==> src/rtl/rob_pkg.sv <==
// ----------------------------------------------------------------------------
// rob_pkg: shared types, constants and float helpers
// Widths, state codes and IEEE single compare functions for the octant binner.
// ----------------------------------------------------------------------------
package rob_pkg;

  localparam int NUM_BINS        = 8;
  localparam int BIN_W           = 3;
  localparam int FP_W            = 32;
  localparam int ID_W            = 16;
  localparam int BSIZE_W         = 7;
  localparam int DEF_BIN_DEPTH   = 64;
  localparam int DEF_RAY_ID_BITS = 16;

  localparam logic ACT_SUBMIT = 1'b0;
  localparam logic ACT_FLUSH  = 1'b1;

  typedef enum logic [1:0] {
    ST_IDLE,
    ST_READ,
    ST_WAIT,
    ST_OUT
  } state_t;

  typedef struct packed {
    logic             drop;
    logic [BIN_W-1:0] bin;
  } class_t;

  function automatic logic fp_is_nan(input logic [FP_W-1:0] v);
    return (v[30:23] == 8'hFF) && (v[22:0] != 23'd0);
  endfunction

  function automatic logic fp_is_neg(input logic [FP_W-1:0] v);
    return v[31] && (v[30:0] != 31'd0) && !fp_is_nan(v);
  endfunction

  function automatic logic fp_gt(input logic [FP_W-1:0] a, input logic [FP_W-1:0] b);
    logic res;
    res = 1'b0;
    if (fp_is_nan(a) || fp_is_nan(b)) begin
      res = 1'b0;
    end else if (a[30:0] == 31'd0 && b[30:0] == 31'd0) begin
      res = 1'b0;
    end else if (!a[31] && b[31]) begin
      res = 1'b1;
    end else if (a[31] && !b[31]) begin
      res = 1'b0;
    end else if (!a[31]) begin
      res = a[30:0] > b[30:0];
    end else begin
      res = a[30:0] < b[30:0];
    end
    return res;
  endfunction

endpackage

==> src/rtl/rob_classify.sv <==
// ----------------------------------------------------------------------------
// rob_classify: ray drop test and octant selection
// Applies the distance and occlusion drop rules and forms the octant code.
// ----------------------------------------------------------------------------
module rob_classify (
  input  logic [rob_pkg::FP_W-1:0] tnear,
  input  logic [rob_pkg::FP_W-1:0] tfar,
  input  logic [rob_pkg::FP_W-1:0] dir_x,
  input  logic [rob_pkg::FP_W-1:0] dir_y,
  input  logic [rob_pkg::FP_W-1:0] dir_z,
  input  logic [rob_pkg::FP_W-1:0] geom_id,
  input  logic                     occl,
  output rob_pkg::class_t          cls
);

  always_comb begin
    cls.drop = rob_pkg::fp_gt(tnear, tfar) || (occl && (geom_id == '0));
    cls.bin  = {rob_pkg::fp_is_neg(dir_z), rob_pkg::fp_is_neg(dir_y),
                rob_pkg::fp_is_neg(dir_x)};
  end

endmodule

==> config.mk <==
export PLATFORM = sky130hd
export DESIGN_NAME = rob_classify
export DESIGN_NICKNAME = d
export VERILOG_FILES = /design/src/rtl/rob_pkg.sv /design/src/rtl/rob_classify.sv
export SDC_FILE = /design/constraint.sdc
export NUM_CORES = 1
export LEC_CHECK = 0
export BUFFER_PORTS_ARGS = -buffer_cell sky130_fd_sc_hd__buf_4
export CELL_PAD_IN_SITES_DETAIL_PLACEMENT = 0
export CELL_PAD_IN_SITES_GLOBAL_PLACEMENT = 2
export CORE_UTILIZATION = 13
export DETAILED_ROUTE_END_ITERATION = 8
export PLACE_DENSITY = 0.91
export SYNTH_ARGS = -nofsm -noshare
export SYNTH_HDL_FRONTEND = slang
export SYNTH_SLANG_ARGS = --single-unit
export TNS_END_PERCENT = 30
==> constraint.sdc <==
create_clock -name vclk -period 4.86
set_clock_uncertainty 0.05 [all_clocks]
set_input_delay 0.486 -clock vclk [all_inputs]
set_output_delay 0.486 -clock vclk [all_outputs]
set_load 0.02 [all_outputs]
==> metrics.md, run 1 <==
| Metric | Value |
|---|---|
| Outcome | complete, no violations |
| CP endpoint | cls[3] |
| Routability congestion estimate | 0.757 |
| Top cell by count, worst path | buf_4 |
| # IOs | 197 |
| TNS Setup | 0 ns |
| Ant diodes | 0 |
| Final setup vio count | 0 |
| Antenna Nets Post-Route | 0 |
| HPWL Detailed | 6330 um |
| Syn_nets | 427 |
| Final Max Tran Viols | 0 |
| Fmax | 0.365 GHz |
| Power Density | 71.1 nW/um^2 |
| Number of remaining DRC errors | 0 |
| WP buf/inv | 2 |
| Routed WL | 6680 um |
| Crit path DAT | 2.20 ns |
| Worst vdd ir | 0.0000187 V |
| WL/cell | 12.5 um |
| # Post-CTS Setup Buffers | 0 |
| Worst slew pin tran | 0.337 ns |
| Synthesized area | 1340 um^2 |
| Total number of vias | 2,325 |
| Critical path origin | tnear[29] |
| Cell Chain, Critical Path | buf_4, ha_1, nand3_2, nor4_2, and2_1, a21boi_2, o21ai_1, a31o_1, buf_4 |
| Die width | 103 um |
| IO buf count | 197 |
| Final hold vios | 0 |
| HP Start | dir_y[31] |
| DR vias/cell | 4.36 |
| Crit path kind | in2out |
| Fillers | 1,082 |
| RSZ-0062 raised after global routing | false |
| Yosys cell types | 28 |
| Setup crit end kind | output port |
| Crit path launch type | primary input |
| Mean area per synthesized cell | 6.59 um^2 |
| CP Data Required Time | 4.32 ns |
| CLK BUF | 0 |
| Critical-path maximum fanout | 3 |
| Nets@finish | 626 |
| Die area | 10,700 um^2 |
| Global route overflow | 0 |
| Leakage | 1.49 nW |
| Share of the yosys chip area belonging to registers | 0 |
| First-pass GRT wire length | 9290 um |
| Seq cells | 0 |
| Tcrit/Tclk final | 0.564 |
| WP depth | 9 |
| Placeable Area | 9860 um^2 |
| Iteration-0 DRC Markers | 34 |
| Final Power | 0.000212 W |
| Syn Inst Count | 203 |
| CTS Hold Bufs | 0 |
| Register area | 0 um^2 |
| Total Routing Usage GR | 0.108 |
| Starting density of the core | 0.136 |
| CTS resizes | 0 |
| Initial antenna violation count | 0 |
| Worst min-delay path class | in2out |
| Cell area after layout | 2980 um^2 |
| Die height | 103 um |
| Crit-path max cell delay | 0.37 ns |
| Largest net degree at the start of global routing | 5 |
| Layout cells sized above 1 | 0.505 |
| Crit-path leading delay family | simple AND/OR/NAND/NOR gates |
| Row count | 36 |
| Placement Cell Area | 2980 um^2 |
| Vias in the first global route | 2,168 |
| Critical path's slowest cell | nor4_2 |
| Ys Warns | 0 |
| Max-Cap Viols | 0 |
| Syn-to-layout area delta | 123% |
| Min Clock Period, post-route | 2.74 ns |
| Max-slew headroom | 0.773 |
| Initial DRT Pass Iterations | 4 |
-- routing by layer --
layer | up-vias | global-route usage | wire length (um)
met4 | 0 | 0.00325 | 19
met3 | 2 | 0.00806 | 489
li1 | 1205 | - | -
met1 | 1018 | 0.131 | 2650
met2 | 100 | 0.217 | 3510
met5 | - | 0 | 0
-- worst min-delay path by stage --
stage	endpoint	slack [ns]	cells after the start
3_3_place_gp	cls[1]	1.27	3
3_5_place_dp	cls[1]	1.27	3
6_report	cls[1]	1.27	3
2_1_floorplan	cls[0]	1.08	1
4_1_cts	cls[1]	1.27	3
5_1_grt	cls[0]	1.28	3
-- final cells by class --
class / count / area (um^2) / share of cell area
Multi-Input combinational cell: 172 / 1220 / 0.410
Timing Repair Buffer: 197 / 1480 / 0.496
Tap cell: 133 / 166 / 0.0558
Inverter: 31 / 116 / 0.0390
-- power by group --
part | total [W] | internal, W | switching, W
clock network | 0 | 0 | 0
logic | 0.000212 | 0.000135 | 0.0000774
registers | 0 | 0 | 0
total | 0.000212 | 0.000135 | 0.0000774
-- kinds of logic after synthesis --
| group | after synthesis | share of synthesized area |
|---|---|---|
| simple gates | 109 | 0.468 |
| compound gates | 32 | 0.155 |
| fa+ha+maj | 31 | 0.290 |
| buf+inv | 31 | 0.0869 |
-- cell usage in the layout (no fill, tap or decap) --
cell,count
a21boi_2,1
a21o_1,1
a21oi_1,14
a221oi_1,1
a221oi_2,1
a311oi_1,1
a31o_1,1
and2_1,1
and4_1,2
buf_4,197
ha_1,31
inv_1,31
nand2_1,13
nand2_2,1
nand2b_1,1
nand3_1,7
nand3_2,1
nand3b_1,1
nand4_1,20
nor2_1,8
nor3_1,10
nor4_1,41
nor4_2,1
nor4b_1,1
o211ai_1,1
o21ai_0,5
o21ai_1,3
o311a_1,3
or3_1,1
-- metrics by stage --
step / setup WS [ns] / util / hold slack [ns] / instances
finish: 2.12 / 0.303 / 1.27 / 533
global route: 1.95 / 0.303 / 1.28 / 533
CTS: 2.07 / 0.303 / 1.27 / 533
detailed placement: 2.07 / 0.303 / 1.27 / 533
global placement: 2.08 / 0.303 / 1.27 / 533
floorplan: 2.46 / - / 1.08 / 203
-- synth_stat cells (2+ instances only) --
cell type | n | share of area
nand4_1 | 20 | 0.093
o21ai_0 | 5 | 0.019
nor4_1 | 41 | 0.19
and4_1 | 2 | 0.013
a21oi_1 | 14 | 0.052
o311a_1 | 3 | 0.022
nor2_1 | 8 | 0.022
nor3_1 | 10 | 0.037
ha_1 | 31 | 0.29
inv_1 | 31 | 0.087
o21ai_1 | 3 | 0.011
nand3_1 | 7 | 0.026
nand2_1 | 13 | 0.036
Power figures use the tool's default switching activity.
==> run 2, diff against run 1 <==
- CORE_UTILIZATION: 13 -> 11
- PLACE_DENSITY: 0.91 -> 0.82
- clock period: 4.86 -> 2.45 ns (I/O delays scaled with it)
==> metrics.md, run 2 (synthesis results as in run 1) <==
| Metric | Value |
|---|---|
| First-pass GRT wire length | 10,600 um (was 9290 um) |
| Sw Ratio | 0.367 (was 0.365) |
| Iteration-0 DRC Markers | 64 (was 34) |
| Fillers | 1,274 (was 1,082) |
| Max-slew headroom | 0.693 (was 0.773) |
| NetSw | 0.000155 W (was 0.0000774 W) |
| Top cell by count, worst path | buf_4 (unchanged) |
| Placement Cell Area | 3000 um^2 (was 2980 um^2) |
| Fmax | 0.447 GHz |
| Max-Cap Viols | 0 (unchanged) |
| Layout cells sized above 1 | 0.505 (unchanged) |
| Final hold vios | 0 (unchanged) |
| Final Max Tran Viols | 0 (unchanged) |
| CP Data Required Time | 2.15 ns (was 4.32 ns) |
| Int Pwr | 0.000267 W (was 0.000135 W) |
| Routability congestion estimate | 0.760 (was 0.757) |
| Cell area after layout | 3000 um^2 (was 2980 um^2) |
| TNS Setup | 0 ns (unchanged) |
| Crit path launch type | primary input (unchanged) |
| Cell Chain, Critical Path | buf_4, inv_1, ha_1, nand3_2, nor4_2, and2_1, a21boi_2, o21ai_1, a31o_1, buf_4 (was buf_4, ha_1, nand3_2, nor4_2, and2_1, a21boi_2, o21ai_1, a31o_1, buf_4) |
| Register area | 0 um^2 (unchanged) |
| Failing checks | DRC |
| Clock share of power | 0 (about the same) |
| Nets@finish | 626 (unchanged) |
| # IOs | 197 (unchanged) |
| Crit path DAT | 1.94 ns (was 2.20 ns) |
| Number of remaining DRC errors | 17 (was 0) |
| # Post-CTS Setup Buffers | 0 (unchanged) |
| Ant diodes | 0 (unchanged) |
| Tcrit/Tclk final | 0.914 |
| Die width | 112 um (was 103 um) |
| RSZ-0062 raised after global routing | false (unchanged) |
| Placeable Area | 11,700 um^2 (was 9860 um^2) |
| Antenna Nets Post-Route | 0 (unchanged) |
| Die height | 112 um (was 103 um) |
| Logic pwr share | 1.000 (about the same) |
| Syn-to-layout area delta | 124% (was 123%) |
| Worst min-delay path class | in2out (unchanged) |
| DR vias/cell | 4.29 (was 4.36) |
| Worst vdd ir | 0.0000602 V (was 0.0000187 V) |
| CTS resizes | 0 (unchanged) |
| Row count | 39 (was 36) |
| HPWL Detailed | 6580 um (was 6330 um) |
| Routed WL | 6940 um (was 6680 um) |
| Largest net degree at the start of global routing | 5 (unchanged) |
| Min Clock Period, post-route | 2.24 ns |
| Leakage | 1.49 nW (unchanged) |
| Power Density | 141 nW/um^2 (was 71.1 nW/um^2) |
| WL/cell | 12.8 um (was 12.5 um) |
| Most frequent cells in the layout | buf_4 (197), nor4_1 (41), inv_1 (31), ha_1 (31), nand4_1 (20) (unchanged) |
| CLK BUF | 0 (unchanged) |
| Worst slew pin tran | 0.456 ns (was 0.337 ns) |
| Seq cells | 0 (unchanged) |
| Critical-path maximum fanout | 3 (unchanged) |
| Crit-path max cell delay | 0.34 ns (was 0.37 ns) |
| Sequential power share | 0 (about the same) |
| Crit path kind | in2out (unchanged) |
| Global route overflow | 0 (unchanged) |
| CTS Hold Bufs | 0 (unchanged) |
| Outcome | finished, violations left (was complete, no violations) |
| Die area | 12,600 um^2 (was 10,700 um^2) |
| Starting density of the core | 0.115 (was 0.136) |
| Final setup vio count | 0 (unchanged) |
| Total number of vias | 2,331 (was 2,325) |
| Critical path's slowest cell | nor4_2 (unchanged) |
| Total Routing Usage GR | 0.101 (was 0.108) |
| Commonest non-fill, non-tap cell in the layout | buf_4 (unchanged) |
| IO buf count | 197 (unchanged) |
| Vias in the first global route | 2,299 (was 2,168) |
| Setup crit end kind | output port (unchanged) |
| Initial DRT Pass Iterations | 6 (was 4) |
| Initial antenna violation count | 0 (unchanged) |
## run 2: per-stage QoR
stage / power [W] / util / instances / setup slack, ns / hold WS, ns
after global placement: 0.000421 / 0.257 / 543 / 0.148 / 0.789
after CTS: 0.000427 / 0.257 / 543 / 0.152 / 0.788
after detailed placement: 0.000425 / 0.257 / 543 / 0.151 / 0.788
final: 0.000422 / 0.257 / 543 / 0.212 / 0.786
after global routing: 0.000469 / 0.257 / 543 / 0.000131 / 0.796
after floorplan: 0.000125 / - / 203 / 0.530 / 0.594
## run 2: cell type report
class	instances	area, um^2	share of cell area
multi-input cells	172	1220	0.408
repair buffers	197	1480	0.494
inverters	31	116	0.0388
well taps	143	179	0.0597
## run 2: power by group through the flow
stage               logic, W  clock network [W]  registers [W]
floorplan           0.000125                  0              0
global placement    0.000421                  0              0
detailed placement  0.000425                  0              0
CTS                 0.000427                  0              0
global route        0.000469                  0              0
finish              0.000422                  0              0
## run 2: worst paths after layout
kind	start	end	slack [ns]	depth (start not counted)
max	tfar[29]	cls[3]	0.21	10
min	dir_z[31]	cls[2]	0.79	3
## run 2: per-layer routing
metal	track usage	wire length, um	vias to the layer above
li1	-	-	1208
met1	0.121	2770	997
met2	0.198	3470	120
met3	0.0119	625	6
met4	0.00978	80	0
met5	0	0	-
## run 2: critical path: cells and delay by family
family | cells | cell delay [ns]
simple gates | 3 | 0.63
compound gates | 3 | 0.48
fa+ha+maj | 1 | 0.29
buf+inv | 3 | 0.28
==> run 3, diff against run 2 <==
- CORE_ASPECT_RATIO: unset -> 0.7
==> metrics.md, run 3 (synthesis results as in run 1) <==
| Metric | Value |
|---|---|
| IO buf count | 197 (unchanged) |
| NetSw | 0.000164 W (was 0.000155 W) |
| Sw Ratio | 0.379 (was 0.367) |
| Nets@finish | 627 (was 626) |
| Final Power | 0.000433 W (was 0.000422 W) |
| Vias in the first global route | 2,130 (was 2,299) |
| Layout cells sized above 1 | 0.509 (was 0.505) |
| # IOs | 197 (unchanged) |
| Total number of vias | 2,323 (was 2,331) |
| Critical path origin | tnear[13] (was tfar[29]) |
| Routability congestion estimate | 0.795 (was 0.760) |
| Die height | 94.3 um (was 112 um) |
| Antenna Nets Post-Route | 0 (unchanged) |
| Die width | 134 um (was 112 um) |
| Leakage | 1.50 nW (was 1.49 nW) |
| Logic pwr share | 1.000 (about the same) |
| WHS | 0.789 ns (was 0.786 ns) |
| Crit path launch type | primary input (unchanged) |
| Largest net degree at the start of global routing | 5 (unchanged) |
| HP Start | dir_x[31] (was dir_z[31]) |
| Seq cells | 0 (unchanged) |
| Commonest non-fill, non-tap cell in the layout | buf_4 (unchanged) |
| Starting density of the core | 0.114 (was 0.115) |
| CTS resizes | 0 (unchanged) |
| Setup crit end kind | output port (unchanged) |
| Outcome | complete, no violations (was finished, violations left) |
| Max-slew headroom | 0.699 (was 0.693) |
| First-pass GRT wire length | 10,800 um (was 10,600 um) |
| Power Density | 143 nW/um^2 (was 141 nW/um^2) |
| CP Data Required Time | 2.15 ns (about the same) |
| Ant diodes | 0 (unchanged) |
| Most frequent cells in the layout | buf_4 (198), nor4_1 (41), inv_1 (31), ha_1 (31), nand4_1 (20) (was buf_4 (197), nor4_1 (41), inv_1 (31), ha_1 (31), nand4_1 (20)) |
| Int Pwr | 0.000269 W (was 0.000267 W) |
| Number of remaining DRC errors | 0 (was 17) |
| Global route overflow | 0 (unchanged) |
| Sequential power share | 0 (about the same) |
| Register area | 0 um^2 (unchanged) |
| Routed WL | 7710 um (was 6940 um) |
| Max-Cap Viols | 0 (unchanged) |
| Critical-path maximum fanout | 4 (was 3) |
| CP endpoint | cls[3] (unchanged) |
| Iteration-0 DRC Markers | 104 (was 64) |
| Die area | 12,600 um^2 (about the same) |
| Initial antenna violation count | 0 (unchanged) |
| # Post-CTS Setup Buffers | 0 (unchanged) |
| Final Max Tran Viols | 0 (unchanged) |
| Worst slew pin tran | 0.448 ns (was 0.456 ns) |
| Final setup vio count | 0 (unchanged) |
| Total Routing Usage GR | 0.108 (was 0.101) |
| Worst min-delay path class | in2out (unchanged) |
| CTS Hold Bufs | 0 (unchanged) |
| Syn-to-layout area delta | 126% (was 124%) |
| Dpl cells | 558 (was 543) |
| Min Clock Period, post-route | 2.30 ns (was 2.24 ns) |
| Tcrit/Tclk final | 0.939 (was 0.914) |
| TNS Setup | 0 ns (unchanged) |
| CLK BUF | 0 (unchanged) |
| Clock share of power | 0 (about the same) |
| Crit path kind | in2out (unchanged) |
| Crit path DAT | 2.01 ns (was 1.94 ns) |
| Layout Utilization | 0.257 (about the same) |
| Row count | 33 (was 39) |
| HPWL Detailed | 7300 um (was 6580 um) |
| Placeable Area | 11,800 um^2 (was 11,700 um^2) |
| DR vias/cell | 4.16 (was 4.29) |
| Initial DRT Pass Iterations | 4 (was 6) |
| WL/cell | 13.8 um (was 12.8 um) |
| Hold Path Depth | 3 (unchanged) |
| RSZ-0062 raised after global routing | false (unchanged) |
| Post-route insts no fill | 558 (was 543) |
| Worst vdd ir | 0.0000382 V (was 0.0000602 V) |
| Final hold vios | 0 (unchanged) |
| Fmax | 0.434 GHz (was 0.447 GHz) |
run 3: cell count changes in the layout (fill, tap and decap cells not counted):
cell,before,now
buf_4,197,198
a221oi_1,1,0
a221oi_2,1,2
run 3: how the worst min path moves through the flow:
stage | endpoint | slack, ns
global route | cls[0] | 0.80
floorplan | cls[0] | 0.59
CTS | cls[0] | 0.79
finish | cls[0] | 0.79
global placement | cls[0] | 0.79
detailed placement | cls[0] | 0.79
run 3: area by class of cell:
| type | instances | area [um^2] |
|---|---|---|
| inverter | 31 | 116 |
| fill | 1294 | 8740 |
| tap | 157 | 196 |
| timing repair buffer | 198 | 1490 |
| multi-input combinational | 172 | 1230 |
run 3: critical path: stages:
cell and delay, ns:
buf_4 0.11, ha_1 0.33, a21oi_1 0.17, nand2_1 0.08, a221oi_2 0.36, a21boi_2 0.10
o21ai_1 0.13, nand2b_1 0.06, a31o_1 0.24, buf_4 0.16
run 3: routing by layer:
layer	share of wire	GRT usage	vias to the layer above
met3	0.080	0.0221	0
met2	0.46	0.167	63
met4	0	0	0
met1	0.46	0.160	1053
met5	0	0	-
li1	-	-	1207
run 3: per-stage QoR:
stage | setup slack (ns) | cell area, um^2
after floorplan | 0.530 | 1340
after global placement | 0.126 | 3020
after detailed placement | 0.131 | 3020
after CTS | 0.133 | 3020
after global routing | 0.0239 | 3030
final | 0.148 | 3030
run 3: power groups by stage:
stage          Combinational (W)  Clock (W)  Sequential, W
2_1_floorplan           0.000125          0              0
3_5_place_dp            0.000433          0              0
3_3_place_gp            0.000427          0              0
6_report                0.000433          0              0
5_1_grt                 0.000478          0              0
4_1_cts                 0.000435          0              0
